[src/rtl/bpe_pkg.sv]
// Shared types and constants for the Bezier patch point evaluator.
package bpe_pkg;
   localparam int unsigned CoordWidth = 32;
   localparam int unsigned ParamWidth = 17;
   localparam int unsigned FracBits   = 16;
   localparam int unsigned MaxRows    = 4;
   localparam int unsigned MaxCols    = 4;
   localparam logic [ParamWidth-1:0] OneQ16 = 17'h10000;

   typedef enum logic {
      OP_WRITE = 1'b0,
      OP_EVAL  = 1'b1
   } op_type;

   localparam logic [0:0] CSR_ROWS = 1'b0;
   localparam logic [0:0] CSR_COLS = 1'b1;

   typedef logic signed [CoordWidth-1:0] coord_type;
endpackage

[src/rtl/bpe_lerp.sv]
// Signed lerp unit with registered products: ((1-t)*a + t*b) >>> 16.
module bpe_lerp (
   input  logic                        clock,
   input  logic [bpe_pkg::ParamWidth-1:0] t,
   input  bpe_pkg::coord_type          a,
   input  bpe_pkg::coord_type          b,
   output bpe_pkg::coord_type          y
);
   import bpe_pkg::*;

   logic signed [49:0] pa_ff, pb_ff;
   logic signed [50:0] sum;
   logic signed [17:0] ta, tb;

   // one minus t and t, as signed 18-bit factors
   assign ta = $signed({1'b0, OneQ16 - t});
   assign tb = $signed({1'b0, t});

   // register products, then add and shift
   always_ff @(posedge clock) begin
      pa_ff <= ta * a;
      pb_ff <= tb * b;
   end

   assign sum = {pa_ff[49], pa_ff} + {pb_ff[49], pb_ff};
   assign y   = sum[FracBits +: CoordWidth];
endmodule

[config.mk]
export PLATFORM = sky130hd
export DESIGN_NAME = bpe_lerp
export DESIGN_NICKNAME = d
export VERILOG_FILES = /design/src/rtl/bpe_pkg.sv /design/src/rtl/bpe_lerp.sv
export SDC_FILE = /design/constraint.sdc
export NUM_CORES = 2
export LEC_CHECK = 0
export BUFFER_PORTS_ARGS = -buffer_cell sky130_fd_sc_hd__buf_2
export CORE_AREA = 2 2 288 290
export DETAILED_ROUTE_END_ITERATION = 12
export DIE_AREA = 0 0 290 292
export PLACE_DENSITY = 0.66
export SLEW_MARGIN = 20
export SYNTH_ARGS = -nofsm -noshare
export SYNTH_HDL_FRONTEND = slang
export SYNTH_SLANG_ARGS = --single-unit
[constraint.sdc]
create_clock -name clock -period 10.1 [get_ports clock]
set_input_delay 0.505 -clock clock [delete_from_list [all_inputs] [get_ports clock]]
set_output_delay 0.505 -clock clock [all_outputs]
set_load 0.03 [all_outputs]
## Word-level counts from Yosys, hierarchy flattened

Index checks and enable logic that the tools add are counted.

| cells by class | value |
|---|---|
| add/sub/neg operators | 2 |
| multipliers | 2 |

Operators with widths:

| kind | count |
|---|---|
| 18-bit by 32-bit multiplier with 48-bit output | 2 |
| 48-bit adder | 1 |
| 17-bit subtractor, first input constant | 1 |

| storage, ports and cells | value |
|---|---|
| flip-flop bits (word level) | 96 |
| input port bits | 82 |
| output and inout bits | 32 |
| logic and storage cells | 6 |

## Depth between registers and ports, before layout

| depth | value |
|---|---|
| depth after elaboration | 2 |
| depth in mapped cells | 32 |

## Worst setup path before layout

Ideal clock, no wire load.

| timing | value |
|---|---|
| path type | in2reg |
| start point | input port t[0] (netlist bit) |
| end point | register pa_ff[47] |
| library setup time | 125 ps |
| arrival | 7448 ps |
| slack | 2527 ps |
| cell stages on the path | 30 |
| buffers on the path | 3 |
| path through | clkbuf_1 clkbuf_1 inv_1 ha_1 nand3b_1 xor2_1 clkbuf_1 nand2_1 fa_1 inv_1 fa_1 inv_1 fa_1 inv_1 fa_1 fa_1 inv_1 fa_1 inv_1 ha_1 a21o_1 a21o_1 o21bai_1 a31oi_2 o41a_1 a31oi_1 and4_1 o31a_1 a211oi_1 xnor2_1 |

| on the way | value |
|---|---|
| cells in the longest elaborated chain, start to end | 2 |

RTL lines:

| element | line | text |
|---|---|---|
| start, declared | bpe_lerp.sv:4 | `input logic [bpe_pkg::ParamWidth-1:0] t,` |
| 17-bit subtractor | bpe_lerp.sv:16 | `assign ta = $signed({1'b0, OneQ16 - t});` |
| 18-bit by 32-bit multiplier with 48-bit output | bpe_lerp.sv:21 | `pa_ff <= ta * a;` |
| end signal, assigned | bpe_lerp.sv:21 |  |
| end, declared | bpe_lerp.sv:11 | `logic signed [49:0] pa_ff, pb_ff;` |

No other way between the ends.

## Worst setup path in the final report

| timing | value |
|---|---|
| start point | input port t[11] (netlist bit) |
| end point | register pa_ff[47] |

Same word-level chain as after synthesis.

==> flow_results.xml <==
<?xml version="1.0" encoding="UTF-8"?>
<metrics>
  <group name="global_route">
    <metric name="antenna_found_initial" unit="">10</metric>
    <metric name="grt_max_degree" unit="">55</metric>
    <metric name="grt_use_total" unit="">0.245</metric>
    <metric name="grt.overflow.total" unit="">0</metric>
    <metric name="grt_pass1_wl" unit="mm">165</metric>
    <metric name="number_of_global_route_vias_before_repair" unit="">32000</metric>
  </group>
  <group name="status">
    <metric name="status" unit="">completed</metric>
  </group>
  <group name="worst_setup_path">
    <metric name="worst_setup_path_start_kind" unit="">input port</metric>
    <metric name="cp_data_arrival_time" unit="ps">8720</metric>
    <metric name="cpPeakStageDelay" unit="ps">810</metric>
    <metric name="crit_type" unit="">input port to flop</metric>
    <metric name="worstPathMaxFanout" unit="">35</metric>
    <metric name="crit_path_end_kind" unit="">flop</metric>
    <metric name="worst_path_most_repeated_cell" unit="">sky130_fd_sc_hd__fa_1</metric>
    <metric name="required" unit="ps">10340</metric>
    <metric name="crit_path_top_delay_cell" unit="">sky130_fd_sc_hd__buf_2</metric>
  </group>
  <group name="cts">
    <metric name="cts-buffers-inserted" unit="">9</metric>
    <metric name="hold_buffers" unit="">0</metric>
    <metric name="ctsLongestPathBuffers" unit="">2</metric>
    <metric name="clkTransAtPathRegs" unit="ps">80</metric>
    <metric name="ctsHtreeMaxLevel" unit="">3</metric>
    <metric name="ctsResizeCount" unit="">0</metric>
    <metric name="tritoncts" unit="">yes</metric>
    <metric name="cts_setup_buffers" unit="">0</metric>
    <metric name="clock-root-buffer" unit="">sky130_fd_sc_hd__clkbuf_16</metric>
    <metric name="numClockSinks" unit="">96</metric>
  </group>
  <group name="placed_design">
    <metric name="placement.setup.worst_slack" unit="ps">1350</metric>
    <metric name="place_hpwl" unit="mm">80.4</metric>
    <metric name="final_replace_weighted_congestion" unit="">0.864</metric>
    <metric name="io_buffer_count" unit="">113</metric>
  </group>
  <group name="routing">
    <metric name="routedWlPerCell" unit="µm">17.5</metric>
    <metric name="detail_route.first_pass.iterations" unit="">6</metric>
    <metric name="detail_route.wirelength" unit="mm">97.6</metric>
    <metric name="drt_drc_violations_left" unit="">0</metric>
    <metric name="detail_route.vias_per_cell" unit="">5.24</metric>
    <metric name="detailroute.via_count" unit="">29200</metric>
    <metric name="starting_drc_count_in_detailed_routing" unit="">1521</metric>
    <metric name="postRouteAntennaNets" unit="">0</metric>
  </group>
  <group name="logic_synthesis">
    <metric name="synthFlopType" unit="">sky130_fd_sc_hd__dfxtp_1</metric>
    <metric name="synthDistinctLibCells" unit="">69</metric>
    <metric name="synth-seq-cells" unit="">96</metric>
    <metric name="synth-seq-area-share" unit="">0.0474</metric>
    <metric name="total_standard_cell_area_after_synthesis" unit="mm²">0.0406</metric>
    <metric name="synthArstFlopShare" unit="">0</metric>
    <metric name="synthesis_warning_total" unit="">0</metric>
    <metric name="postSynthAreaPerCell" unit="µm²">8.99</metric>
    <metric name="postSynthNetCount" unit="">5888</metric>
    <metric name="synth-edff-count" unit="">0</metric>
    <metric name="netlist_instances" unit="">4515</metric>
  </group>
  <group name="layout">
    <metric name="mostFrequentLayoutCell" unit="">sky130_fd_sc_hd__inv_1</metric>
    <metric name="regArea" unit="mm²">0.00192</metric>
    <metric name="nFillCells" unit="">7650</metric>
    <metric name="layout_common_cells" unit="">1155 x sky130_fd_sc_hd__inv_1, 1018 x sky130_fd_sc_hd__fa_1, 696 x sky130_fd_sc_hd__nand2_1</metric>
    <metric name="multiInputGateArea" unit="mm²">0.0337</metric>
    <metric name="layout-area-overhead-vs-synth" unit="%">4.63</metric>
    <metric name="fin_nets" unit="">5861</metric>
    <metric name="layout-drive-gt1-share" unit="">0.0443</metric>
  </group>
  <group name="timing">
    <metric name="fin_setup_tns" unit="ps">0</metric>
    <metric name="setup_repair_after_global_routing_missed_its_margin" unit="">false</metric>
    <metric name="finalWorstPathRequiredPeriod" unit="ps">8470</metric>
    <metric name="hold_viol" unit="">0</metric>
    <metric name="setup_violations" unit="">0</metric>
    <metric name="worstMarginPinSlew" unit="ps">1140</metric>
    <metric name="postLayoutSetupSlackWorst" unit="ps">1630</metric>
    <metric name="maxClockFrequency" unit="GHz">0.118</metric>
    <metric name="slew_viol_final" unit="">0</metric>
    <metric name="relSlewSlack" unit="">0.240</metric>
    <metric name="layout_worst_path_cycle_share" unit="">0.839</metric>
  </group>
  <group name="floorplanning">
    <metric name="top_level_ports" unit="">114</metric>
    <metric name="die_width" unit="µm">290</metric>
    <metric name="core-area" unit="mm²">0.0816</metric>
    <metric name="start_util" unit="">0.497</metric>
    <metric name="placement_rows" unit="">105</metric>
    <metric name="die_y" unit="µm">292</metric>
    <metric name="design.die.area" unit="mm²">0.0847</metric>
  </group>
  <group name="job">
    <metric name="maxCapViolations" unit="">0</metric>
  </group>
  <group name="hold_path">
    <metric name="min_path_type" unit="">input port to flop</metric>
  </group>
</metrics>
## critical path: cells and delay by family
family | cells | cell delay (ps)
adder cells (fa/ha/maj) | 7 | 3250
AO/OA/AOI/OAI | 8 | 1740
buffers and inverters | 4 | 1290
AND/OR/NAND/NOR | 5 | 1110
XOR/XNOR | 2 | 730
## state kept, by name (all words and copies together), names as in the netlist
signal / cells
pb_ff: 48
pa_ff: 48
## cell families after synthesis
kind of cell / after synthesis / share of synthesized area
flip-flops: 96 / 0.0474
AO/OA/AOI/OAI: 320 / 0.0535
buffers and inverters: 1339 / 0.124
AND/OR/NAND/NOR: 1319 / 0.156
multiplexers: 2 / 0.000493
XOR/XNOR: 148 / 0.0320
adder cells (fa/ha/maj): 1291 / 0.587
## routing by layer
layer,share of wire,GRT usage,up-vias,wire length [µm]
li1,-,-,13000,-
met1,0.40,0.314,15100,39100
met3,0.049,0.0231,210,4810
met4,0.038,0.0823,8,3680
met2,0.51,0.437,778,50000
met5,0.00059,0,-,58
## per-stage QoR
step	util	cell area (µm²)	hold WS, ps	instances
floorplan	-	40600	632	4515
global route	0.520	42400	630	5564
global placement	0.517	42200	1000	5547
finish	0.520	42400	615	5564
CTS	0.520	42400	605	5563
detailed placement	0.517	42200	993	5547
## layout make-up
type	count	area share
Inverter	1155	0.102
Clock buffer	9	0.00531
Timing Repair Buffer	146	0.0195
Antenna cell	1	0.0000590
Sequential cell	96	0.0453
Tap cell	1070	0.0315
Clock inverter	7	0.00150
Multi-Input combinational cell	3080	0.795
## path summary, 6_finish.rpt
check | slack (ps) | end | start | depth (start not counted)
setup / recovery | 1630 | pa_ff[47] | t[11] | 26
hold / removal | 610 | pb_ff[0] | b[0] | 2
## synth_stat cells, types with 3 or more instances
master | instances | area (µm²)
sky130_fd_sc_hd__a211oi_1 | 13 | 97.6
sky130_fd_sc_hd__a21boi_0 | 4 | 30.0
sky130_fd_sc_hd__a21boi_1 | 3 | 22.5
sky130_fd_sc_hd__a21o_1 | 48 | 360
sky130_fd_sc_hd__a21oi_1 | 95 | 475
sky130_fd_sc_hd__a311oi_1 | 5 | 43.8
sky130_fd_sc_hd__a31oi_1 | 10 | 62.6
sky130_fd_sc_hd__and2_1 | 416 | 2600
sky130_fd_sc_hd__and3_1 | 10 | 62.6
sky130_fd_sc_hd__and4_1 | 4 | 35.0
sky130_fd_sc_hd__clkbuf_1 | 181 | 679
sky130_fd_sc_hd__dfxtp_1 | 96 | 1920
sky130_fd_sc_hd__fa_1 | 1018 | 20400
sky130_fd_sc_hd__ha_1 | 273 | 3420
sky130_fd_sc_hd__inv_1 | 1155 | 4340
sky130_fd_sc_hd__nand2_1 | 696 | 2610
sky130_fd_sc_hd__nand2b_1 | 11 | 68.8
sky130_fd_sc_hd__nand3_1 | 23 | 115
sky130_fd_sc_hd__nand3b_1 | 4 | 30.0
sky130_fd_sc_hd__nand4_1 | 14 | 87.6
sky130_fd_sc_hd__nor2_1 | 60 | 225
sky130_fd_sc_hd__nor2b_1 | 39 | 244
sky130_fd_sc_hd__nor3_1 | 19 | 95.1
sky130_fd_sc_hd__nor4_1 | 8 | 50.1
sky130_fd_sc_hd__o2111ai_1 | 4 | 35.0
sky130_fd_sc_hd__o211ai_1 | 12 | 90.1
sky130_fd_sc_hd__o21a_1 | 21 | 158
sky130_fd_sc_hd__o21ai_0 | 47 | 235
sky130_fd_sc_hd__o21ai_1 | 4 | 20.0
sky130_fd_sc_hd__o21bai_1 | 13 | 97.6
sky130_fd_sc_hd__o31a_1 | 4 | 35.0
sky130_fd_sc_hd__o31ai_1 | 5 | 37.5
sky130_fd_sc_hd__or2_2 | 5 | 31.3
sky130_fd_sc_hd__or3_1 | 5 | 31.3
sky130_fd_sc_hd__xnor2_1 | 110 | 963
sky130_fd_sc_hd__xor2_1 | 38 | 333
Power is not shown: default switching activity piles up to over one toggle a cycle in this logic, so the estimate is an artifact.
